`src/sv/psd_pkg.sv`:
```
// Package with the widths, constants and batch record of the standard deviation block.
`default_nettype none

package psd_pkg;

    localparam int SAMPLE_W  = 10;
    localparam int COUNT_W   = 21;
    localparam int SUM_W     = 30;
    localparam int SQ_W      = 40;
    localparam int SQ_HALF   = SQ_W / 2;
    localparam int FRAC_BITS = 8;
    localparam int STD_W     = 17;
    localparam int MEAN_W    = 18;

    localparam logic [COUNT_W-1:0] MAX_COUNT = COUNT_W'(1048576);

    localparam int MUL_W  = 32;
    localparam int PROD_W = 2 * MUL_W;
    localparam int ACC_W  = COUNT_W + SQ_W;
    localparam int DIV_W  = ACC_W + 2 * FRAC_BITS;
    localparam int DVS_W  = 2 * COUNT_W - 1;
    localparam int ROOT_W = 36;
    localparam int CNT_W  = 7;

    typedef struct packed {
        logic [COUNT_W-1:0] count;
        logic [SUM_W-1:0]   sum;
        logic [SQ_W-1:0]    square_sum;
        logic               overflow;
    } psd_batch_t;

endpackage

`default_nettype wire

```
`src/sv/psd_in_if.sv`:
```
// Sample channel interface: valid, ready and one sample with its last flag.
`default_nettype none

interface psd_in_if;

    logic                        valid;
    logic                        ready;
    logic [psd_pkg::SAMPLE_W-1:0] sample;
    logic                        last;

    modport source (output valid, output sample, output last, input ready);
    modport sink   (input valid, input sample, input last, output ready);

endinterface

`default_nettype wire

```
`src/sv/psd_out_if.sv`:
```
// Result channel interface: valid, ready and one batch result.
`default_nettype none

interface psd_out_if;

    logic                        valid;
    logic                        ready;
    logic [psd_pkg::STD_W-1:0]   std_dev;
    logic [psd_pkg::MEAN_W-1:0]  mean;
    logic [psd_pkg::COUNT_W-1:0] count;
    logic                        overflow;

    modport source (output valid, output std_dev, output mean, output count,
                    output overflow, input ready);
    modport sink   (input valid, input std_dev, input mean, input count,
                    input overflow, output ready);

endinterface

`default_nettype wire

```
`src/sv/psd_front.sv`:
```
// Front end: accumulates count, sum and sum of squares and hands off each finished batch.
`default_nettype none

module psd_front (
    input  wire logic               clk,
    input  wire logic               rst_n,
    psd_in_if.sink                  samples,
    input  wire logic               q_ready,
    output logic                    q_push,
    output psd_pkg::psd_batch_t     q_data
);
    import psd_pkg::*;

    logic [COUNT_W-1:0]    count_reg;
    logic [SUM_W-1:0]      sum_reg;
    logic [SQ_W-1:0]       sq_reg;
    logic                  ovf_reg;
    logic                  accept;
    logic                  full;
    logic [2*SAMPLE_W-1:0] square;
    psd_batch_t            upd;

    assign samples.ready = q_ready;
    assign accept        = samples.valid && samples.ready;
    assign full          = (count_reg == MAX_COUNT);
    assign square        = samples.sample * samples.sample;

    always_comb
    begin
        upd.overflow = ovf_reg | full;
        if (full)
        begin
            upd.count      = count_reg;
            upd.sum        = sum_reg;
            upd.square_sum = sq_reg;
        end
        else
        begin
            upd.count      = count_reg + COUNT_W'(1);
            upd.sum        = sum_reg + SUM_W'(samples.sample);
            upd.square_sum = sq_reg + SQ_W'(square);
        end
    end

    assign q_push = accept && samples.last;
    assign q_data = upd;

    always_ff @(posedge clk or negedge rst_n)
    begin
        if (!rst_n)
        begin
            count_reg <= '0;
            sum_reg   <= '0;
            sq_reg    <= '0;
            ovf_reg   <= 1'b0;
        end
        else if (accept)
        begin
            if (samples.last)
            begin
                count_reg <= '0;
                sum_reg   <= '0;
                sq_reg    <= '0;
                ovf_reg   <= 1'b0;
            end
            else
            begin
                count_reg <= upd.count;
                sum_reg   <= upd.sum;
                sq_reg    <= upd.square_sum;
                ovf_reg   <= upd.overflow;
            end
        end
    end

endmodule

`default_nettype wire

```
`src/sv/psd_queue.sv`:
```
// Two-entry queue of finished batches between the front end and the back end.
`default_nettype none

module psd_queue (
    input  wire logic               clk,
    input  wire logic               rst_n,
    input  wire logic               push,
    input  psd_pkg::psd_batch_t     push_data,
    output logic                    not_full,
    input  wire logic               pop,
    output logic                    not_empty,
    output psd_pkg::psd_batch_t     pop_data
);
    import psd_pkg::*;

    psd_batch_t mem_reg [2];
    logic       wr_ptr_reg;
    logic       rd_ptr_reg;
    logic [1:0] fill_reg;
    logic [1:0] fill_next;

    assign not_full  = (fill_reg != 2'd2);
    assign not_empty = (fill_reg != 2'd0);
    assign pop_data  = mem_reg[rd_ptr_reg];

    always_comb
    begin
        fill_next = fill_reg;
        if (push && !pop)
        begin
            fill_next = fill_reg + 2'd1;
        end
        else if (pop && !push)
        begin
            fill_next = fill_reg - 2'd1;
        end
    end

    always_ff @(posedge clk)
    begin
        if (push)
        begin
            mem_reg[wr_ptr_reg] <= push_data;
        end
    end

    always_ff @(posedge clk or negedge rst_n)
    begin
        if (!rst_n)
        begin
            wr_ptr_reg <= 1'b0;
            rd_ptr_reg <= 1'b0;
            fill_reg   <= 2'd0;
        end
        else
        begin
            if (push)
            begin
                wr_ptr_reg <= !wr_ptr_reg;
            end
            if (pop)
            begin
                rd_ptr_reg <= !rd_ptr_reg;
            end
            fill_reg <= fill_next;
        end
    end

endmodule

`default_nettype wire

```
`src/sv/psd_back.sv`:
```
// Back end: sequences the products, the two divisions and the square root of one batch.
`default_nettype none

module psd_back (
    input  wire logic               clk,
    input  wire logic               rst_n,
    input  wire logic               q_valid,
    input  psd_pkg::psd_batch_t     q_data,
    output logic                    q_pop,
    psd_out_if.source               results
);
    import psd_pkg::*;

    localparam logic [3:0] ST_IDLE      = 4'd0;
    localparam logic [3:0] ST_MUL_LO    = 4'd1;
    localparam logic [3:0] ST_MUL_HI    = 4'd2;
    localparam logic [3:0] ST_MUL_SQ    = 4'd3;
    localparam logic [3:0] ST_MUL_NN    = 4'd4;
    localparam logic [3:0] ST_MEAN_INIT = 4'd5;
    localparam logic [3:0] ST_MEAN_DIV  = 4'd6;
    localparam logic [3:0] ST_VAR_DIV   = 4'd7;
    localparam logic [3:0] ST_SQRT      = 4'd8;
    localparam logic [3:0] ST_DONE      = 4'd9;

    localparam logic [CNT_W-1:0]  DIV_LAST  = CNT_W'(DIV_W - 1);
    localparam logic [CNT_W-1:0]  SQRT_LAST = CNT_W'(ROOT_W / 2 - 1);
    localparam logic [ROOT_W-1:0] BIT_INIT  = ROOT_W'(1) << (ROOT_W - 2);

    logic [3:0]          state_reg;
    logic [3:0]          state_next;
    logic [COUNT_W-1:0]  n_reg;
    logic [SUM_W-1:0]    s1_reg;
    logic [SQ_W-1:0]     s2_reg;
    logic                ovf_reg;
    logic [PROD_W-1:0]   prod_reg;
    logic [ACC_W-1:0]    acc_reg;
    logic [DVS_W-1:0]    nsq_reg;
    logic [DIV_W-1:0]    numq_reg;
    logic [DVS_W-1:0]    rem_reg;
    logic [DVS_W-1:0]    div_reg;
    logic [CNT_W-1:0]    cnt_reg;
    logic [ROOT_W-1:0]   x_reg;
    logic [ROOT_W-1:0]   root_reg;
    logic [ROOT_W-1:0]   bit_reg;
    logic [MEAN_W-1:0]   mean_reg;
    logic [STD_W-1:0]    std_reg;
    logic                out_valid_reg;
    logic [STD_W-1:0]    out_std_reg;
    logic [MEAN_W-1:0]   out_mean_reg;
    logic [COUNT_W-1:0]  out_count_reg;
    logic                out_ovf_reg;

    logic [MUL_W-1:0]    mul_a;
    logic [MUL_W-1:0]    mul_b;
    logic [DVS_W:0]      rem_shift;
    logic [DVS_W+1:0]    rem_diff;
    logic                borrow;
    logic [DVS_W-1:0]    rem_next;
    logic [DIV_W-1:0]    numq_next;
    logic [ROOT_W:0]     trial;
    logic                take;
    logic [ROOT_W-1:0]   x_next;
    logic [ROOT_W-1:0]   root_next;
    logic                load_out;

    assign q_pop    = (state_reg == ST_IDLE) && q_valid;
    assign load_out = (state_reg == ST_DONE) && (!out_valid_reg || results.ready);

    always_comb
    begin
        mul_a = MUL_W'(n_reg);
        mul_b = MUL_W'(n_reg);
        case (state_reg)
            ST_MUL_LO:
            begin
                mul_b = MUL_W'(s2_reg[SQ_HALF-1:0]);
            end
            ST_MUL_HI:
            begin
                mul_b = MUL_W'(s2_reg[SQ_W-1:SQ_HALF]);
            end
            ST_MUL_SQ:
            begin
                mul_a = MUL_W'(s1_reg);
                mul_b = MUL_W'(s1_reg);
            end
            default:
            begin
                mul_b = MUL_W'(n_reg);
            end
        endcase
    end

    assign rem_shift = {rem_reg, numq_reg[DIV_W-1]};
    assign rem_diff  = {1'b0, rem_shift} - {2'b00, div_reg};
    assign borrow    = rem_diff[DVS_W+1];
    assign rem_next  = borrow ? rem_shift[DVS_W-1:0] : rem_diff[DVS_W-1:0];
    assign numq_next = {numq_reg[DIV_W-2:0], !borrow};

    assign trial     = {1'b0, root_reg} + {1'b0, bit_reg};
    assign take      = ({1'b0, x_reg} >= trial);
    assign x_next    = take ? (x_reg - trial[ROOT_W-1:0]) : x_reg;
    assign root_next = take ? ((root_reg >> 1) + bit_reg) : (root_reg >> 1);

    always_comb
    begin
        state_next = state_reg;
        unique case (state_reg)
            ST_IDLE:      if (q_valid) state_next = ST_MUL_LO;
            ST_MUL_LO:    state_next = ST_MUL_HI;
            ST_MUL_HI:    state_next = ST_MUL_SQ;
            ST_MUL_SQ:    state_next = ST_MUL_NN;
            ST_MUL_NN:    state_next = ST_MEAN_INIT;
            ST_MEAN_INIT: state_next = ST_MEAN_DIV;
            ST_MEAN_DIV:  if (cnt_reg == DIV_LAST) state_next = ST_VAR_DIV;
            ST_VAR_DIV:   if (cnt_reg == DIV_LAST) state_next = ST_SQRT;
            ST_SQRT:      if (cnt_reg == SQRT_LAST) state_next = ST_DONE;
            ST_DONE:      if (load_out) state_next = ST_IDLE;
            default:      state_next = ST_IDLE;
        endcase
    end

    always_ff @(posedge clk)
    begin
        prod_reg <= mul_a * mul_b;
        case (state_reg)
            ST_IDLE:
            begin
                n_reg   <= q_data.count;
                s1_reg  <= q_data.sum;
                s2_reg  <= q_data.square_sum;
                ovf_reg <= q_data.overflow;
            end
            ST_MUL_HI:
            begin
                acc_reg <= ACC_W'(prod_reg);
            end
            ST_MUL_SQ:
            begin
                acc_reg <= acc_reg + (ACC_W'(prod_reg) << SQ_HALF);
            end
            ST_MUL_NN:
            begin
                acc_reg <= acc_reg - ACC_W'(prod_reg);
            end
            ST_MEAN_INIT:
            begin
                nsq_reg  <= prod_reg[DVS_W-1:0];
                numq_reg <= DIV_W'(s1_reg) << FRAC_BITS;
                div_reg  <= DVS_W'(n_reg);
                rem_reg  <= '0;
                cnt_reg  <= '0;
            end
            ST_MEAN_DIV:
            begin
                if (cnt_reg == DIV_LAST)
                begin
                    mean_reg <= numq_next[MEAN_W-1:0];
                    numq_reg <= DIV_W'(acc_reg) << (2 * FRAC_BITS);
                    div_reg  <= nsq_reg;
                    rem_reg  <= '0;
                    cnt_reg  <= '0;
                end
                else
                begin
                    numq_reg <= numq_next;
                    rem_reg  <= rem_next;
                    cnt_reg  <= cnt_reg + CNT_W'(1);
                end
            end
            ST_VAR_DIV:
            begin
                if (cnt_reg == DIV_LAST)
                begin
                    x_reg    <= numq_next[ROOT_W-1:0];
                    root_reg <= '0;
                    bit_reg  <= BIT_INIT;
                    cnt_reg  <= '0;
                end
                else
                begin
                    numq_reg <= numq_next;
                    rem_reg  <= rem_next;
                    cnt_reg  <= cnt_reg + CNT_W'(1);
                end
            end
            ST_SQRT:
            begin
                x_reg    <= x_next;
                root_reg <= root_next;
                bit_reg  <= bit_reg >> 2;
                cnt_reg  <= cnt_reg + CNT_W'(1);
                if (cnt_reg == SQRT_LAST)
                begin
                    std_reg <= root_next[STD_W-1:0];
                end
            end
            default:
            begin
                cnt_reg <= cnt_reg;
            end
        endcase
        if (load_out)
        begin
            out_std_reg   <= std_reg;
            out_mean_reg  <= mean_reg;
            out_count_reg <= n_reg;
            out_ovf_reg   <= ovf_reg;
        end
    end

    always_ff @(posedge clk or negedge rst_n)
    begin
        if (!rst_n)
        begin
            state_reg     <= ST_IDLE;
            out_valid_reg <= 1'b0;
        end
        else
        begin
            state_reg <= state_next;
            if (load_out)
            begin
                out_valid_reg <= 1'b1;
            end
            else if (results.ready)
            begin
                out_valid_reg <= 1'b0;
            end
        end
    end

    assign results.valid    = out_valid_reg;
    assign results.std_dev  = out_std_reg;
    assign results.mean     = out_mean_reg;
    assign results.count    = out_count_reg;
    assign results.overflow = out_ovf_reg;

endmodule

`default_nettype wire

```
`src/sv/population_std_deviation.sv`:
```
// Top level of the population standard deviation block: front end, batch queue, back end.
//
//   Channel   Modport  Transaction payload
//   samples   sink     sample[9:0], last
//   results   source   std_dev[16:0], mean[17:0], count[20:0], overflow
//
// One sample is taken each cycle while the batch queue has room; the front-end accumulators
// add it as it is taken. Each batch then passes through the back end: four passes through the
// shared 32x32 multiplier, two 77-step restoring divisions and an 18-step square root.
// A two-entry batch queue lets sampling continue while the back end works; samples
// stall only when two finished batches are already waiting. Reset clears control and accumulators.
`default_nettype none

module population_std_deviation (
    input  wire logic clk,
    input  wire logic rst_n,
    psd_in_if.sink    samples,
    psd_out_if.source results
);
    import psd_pkg::*;

    logic       q_push;
    logic       q_ready;
    logic       q_valid;
    logic       q_pop;
    psd_batch_t q_in;
    psd_batch_t q_out;

    psd_front u_front (
        .clk     (clk),
        .rst_n   (rst_n),
        .samples (samples),
        .q_ready (q_ready),
        .q_push  (q_push),
        .q_data  (q_in)
    );

    psd_queue u_queue (
        .clk       (clk),
        .rst_n     (rst_n),
        .push      (q_push),
        .push_data (q_in),
        .not_full  (q_ready),
        .pop       (q_pop),
        .not_empty (q_valid),
        .pop_data  (q_out)
    );

    psd_back u_back (
        .clk     (clk),
        .rst_n   (rst_n),
        .q_valid (q_valid),
        .q_data  (q_out),
        .q_pop   (q_pop),
        .results (results)
    );

    a_push_has_room: assert property (@(posedge clk) disable iff (!rst_n)
        q_push |-> q_ready)
        else $error("Batch pushed into a full queue.");

    a_last_pushes: assert property (@(posedge clk) disable iff (!rst_n)
        (samples.valid && samples.ready && samples.last) |-> q_push)
        else $error("Final sample did not hand off its batch.");

    a_count_range: assert property (@(posedge clk) disable iff (!rst_n)
        results.valid |-> (results.count != '0 && results.count <= MAX_COUNT))
        else $error("Result count out of range.");

    a_overflow_full: assert property (@(posedge clk) disable iff (!rst_n)
        (results.valid && results.overflow) |-> (results.count == MAX_COUNT))
        else $error("Overflow flagged on a batch that was not full.");

endmodule

`default_nettype wire

```
`src/flat_wrapper.sv`:
```
// flat-port wrapper written by rule: the top's interface ports become plain ports
module population_std_deviation_flat import psd_pkg::*;
  (clk, rst_n, samples_valid, samples_sample, samples_last, samples_ready, results_valid, results_std_dev, results_mean, results_count, results_overflow, results_ready);
  psd_in_if samples_i ();
  psd_out_if results_i ();
  input  wire logic clk;
  input  wire logic rst_n;
  input wire logic [$bits(samples_i.valid)-1:0] samples_valid;
  input wire logic [$bits(samples_i.sample)-1:0] samples_sample;
  input wire logic [$bits(samples_i.last)-1:0] samples_last;
  output wire logic [$bits(samples_i.ready)-1:0] samples_ready;
  output wire logic [$bits(results_i.valid)-1:0] results_valid;
  output wire logic [$bits(results_i.std_dev)-1:0] results_std_dev;
  output wire logic [$bits(results_i.mean)-1:0] results_mean;
  output wire logic [$bits(results_i.count)-1:0] results_count;
  output wire logic [$bits(results_i.overflow)-1:0] results_overflow;
  input wire logic [$bits(results_i.ready)-1:0] results_ready;
  assign samples_i.valid = samples_valid;
  assign samples_i.sample = samples_sample;
  assign samples_i.last = samples_last;
  assign samples_ready = samples_i.ready;
  assign results_valid = results_i.valid;
  assign results_std_dev = results_i.std_dev;
  assign results_mean = results_i.mean;
  assign results_count = results_i.count;
  assign results_overflow = results_i.overflow;
  assign results_i.ready = results_ready;
  population_std_deviation u_core (.clk(clk), .rst_n(rst_n), .samples(samples_i), .results(results_i));
endmodule
```
`config.mk`:
```
export PLATFORM = sky130hd
export DESIGN_NAME = population_std_deviation_flat
export DESIGN_NICKNAME = d
export VERILOG_FILES = /design/src/sv/psd_pkg.sv /design/src/sv/psd_in_if.sv /design/src/sv/psd_out_if.sv /design/src/sv/psd_front.sv /design/src/sv/psd_queue.sv /design/src/sv/psd_back.sv /design/src/sv/population_std_deviation.sv /design/src/flat_wrapper.sv
export SDC_FILE = /design/constraint.sdc
export NUM_CORES = 2
export LEC_CHECK = 0
export BUFFER_PORTS_ARGS = -buffer_cell sky130_fd_sc_hd__buf_2
export CORE_MARGIN = 3
export CORE_UTILIZATION = 40
export DETAILED_ROUTE_END_ITERATION = 6
export PLACE_DENSITY = 0.62
export SKIP_CTS_REPAIR_TIMING = 1
export SLEW_MARGIN = 20
export SYNTH_ARGS = -nofsm -noshare
export SYNTH_HDL_FRONTEND = slang
export SYNTH_SLANG_ARGS = --single-unit
```
`constraint.sdc`:
```
create_clock -name clk -period 8.6 [get_ports clk]
set_input_delay 0.86 -clock clk [delete_from_list [all_inputs] [get_ports clk]]
set_output_delay 0.86 -clock clk [all_outputs]
set_load 0.05 [all_outputs]
```
==> out/qor.txt <==
crit-path max FO = 6
storage element area = 25500 um^2
most used cell, CP = fa_1
final WL = 230000 um
Die Y-Extent = 451 um
Cell Area, Placed = 84400 um^2
GRT Residual Overflow = 0
PortBufs = 73
PD cells = 136 nW/um^2
Hold WS = 0.179 ns
asr flop ratio synth = 11.4%
Unique masters post-synth = 95
clk_skew = 0.0387 ns
CP endpoint kind = flop
RR Startpoint = u_core.u_back.state_reg[0]
Die Wd = 451 um
crit path time final = 8.46 ns
CTS root buf = clkbuf_16
Finished Layout Cells = 10835
multi-input logic area = 48200 um^2
Fillers = 18626
Tcrit/Tclk final = 98.4%
drt first pass iters = 6
final setup vio count = 0
normalized max-slew margin = 26.2%
die area = 203000 um^2
ANT nets after route = 0
clk buf depth = 3
max-cap viol count = 0
unrepaired setup endpoints after global routing = yes
share of cells above drive strength 1 = 11.4%
f_max = 0.118 GHz
via count = 57784
final instance area = 88700 um^2
commonest non-fill, non-tap cell in the layout = inv_1
Power, Total = 12.0 mW
syn avg cell area = 9.98 um^2
reg2reg path depth = 33
Seq cells post-synth = 887
dpl hpwl = 180000 um
DRC viols = 0
final worst setup slack = 0.140 ns
H-tree levels = 3
vias per cell = 5.33
routed wire length per instance = 21.2 um
GRT Util Overall = 22.6%
crit path DAT = 9.12 ns
status = completed
EDFF count, synth = 726
initial antenna violation count = 17
most frequent cells in the layout = 1226 x inv_1, 838 x fa_1, 777 x nand2_1
largest net degree at the start of global routing = 89
clock sink count = 887
num ports = 74
slowest cell delay on critical path = 0.59 ns
r2r setup slk = 0.14 ns
Final Max Slew Viols = 0
GPL Wtd Cong = 1.01
nets = 9527
CTS tree = built
syn nets = 9325
Buf/Inv on CP = 11
Max IR drop VDD = 0.221 mV
Seq/Total Area, Yosys = 32.3%
post-placement cell count = 10621
vias in the first global route = 59653
Slew @ Worst Pin = 1.11 ns
cell family with most CP delay = adder cells
Starting Density = 40.4%
Layout area overhead = 12.2%
max FFs per register = 184
clk slew on worst S/H paths = 0.06 ns
Crit Path Class = reg -> reg
Cell Rows = 162
Clk Latency, worst-skew pair = 0.74 ns
Worst R2R End = u_core.u_back.prod_reg[46]
final hold vios = 0
Place WS = -0.232 ns
Hold WC Path Type = in -> async
TritonCTS Buffers = 97
core area = 196000 um^2
Leak = 39.9 nW
Cells after Synth = 7924
initial DRC count = 4634
Post-Syn Area = 79100 um^2
first-pass GRT wire length = 356000 um
Synth Warn # = 0
Critical Path RT = 9.26 ns
Synth Flop Type = edfxtp_1
cell at the slowest stage of the critical path = fa_1
CP startpoint kind = flop
[through the flow]
step	utilization (%)	TNS (ns)
after floorplan	-	0
after global placement	43.1	-0.927
after detailed placement	43.1	-1.88
after CTS	44.8	-2.74
after global routing	45.3	-0.552
final	45.3	0
[routing by layer]
metal	vias up	wire length (um)	GRT usage, %
li1	26658	-	-
met1	28931	99500	30.9
met2	1806	106000	36.7
met3	381	15200	3.22
met4	8	9340	7.73
met5	-	47	0
[logic make-up after synthesis]
family / share of synthesized area (%)
AO/OA/AOI/OAI: 10.7
XOR/XNOR: 4.02
adder cells (fa/ha/maj): 30.0
buffers and inverters: 7.63
flip-flops: 32.3
multiplexers: 3.26
other: 0.00474
AND/OR/NAND/NOR: 12.1
[layout make-up]
cell class	count	share of cell area, %
Antenna cell	1	0.00282
Clock buffer	134	3.07
Clock inverter	49	0.711
Inverter	1234	5.22
Multi-Input combinational cell	5442	54.4
Sequential cell	887	28.8
Tap cell	2624	3.70
Timing Repair Buffer	464	4.13
[synthesized netlist by cell type (all sizes together) (13+ instances only)]
library cell	n	area [um^2]
a211o	13	114
a211oi	35	278
a21o	161	1210
a21oi	327	1640
a22o	67	587
a22oi	33	248
a31oi	59	382
and2	81	507
and3	162	1010
buf	38	185
clkbuf	324	1220
dfrtp	101	2530
dfxtp	60	1200
edfxtp	726	21800
fa	849	17000
ha	537	6720
inv	1234	4630
mux2	118	1330
mux2i	125	1250
nand2	784	2940
nand2b	58	363
nand3	92	460
nand4	62	388
nor2	690	2590
nor2b	49	307
nor3	47	240
nor4	21	131
o211ai	14	110
o21a	34	255
o21ai	358	1810
o21bai	51	383
o22ai	26	163
o31ai	19	163
or2	31	194
or3	24	150
xnor2	227	1990
xor2	136	1190
[report_power, final]
part	leakage [nW]	internal [mW]	switching (mW)	total, mW
Clock	1.60	2.54	1.83	4.37
Sequential	8.68	5.09	0.135	5.23
Combinational	29.7	0.976	1.47	2.45
Total	39.9	8.61	3.43	12.0
[worst max-delay path by stage]
stage,end,slack (ns),startpoint,depth (start not counted)
3_3_place_gp,u_core.u_back.prod_reg[56],-0.24,u_core.u_back.state_reg[0],32
3_5_place_dp,u_core.u_back.prod_reg[56],-0.23,u_core.u_back.state_reg[3],31
2_1_floorplan,u_core.u_back.prod_reg[55],0.05,u_core.u_back.state_reg[0],31
5_1_grt,u_core.u_back.prod_reg[47],-0.08,u_core.u_back.state_reg[3],34
6_report,u_core.u_back.prod_reg[46],0.14,u_core.u_back.state_reg[0],33
4_1_cts,u_core.u_back.prod_reg[55],-0.30,u_core.u_back.state_reg[3],31
Note: power is estimated with default switching activity, not from simulation.
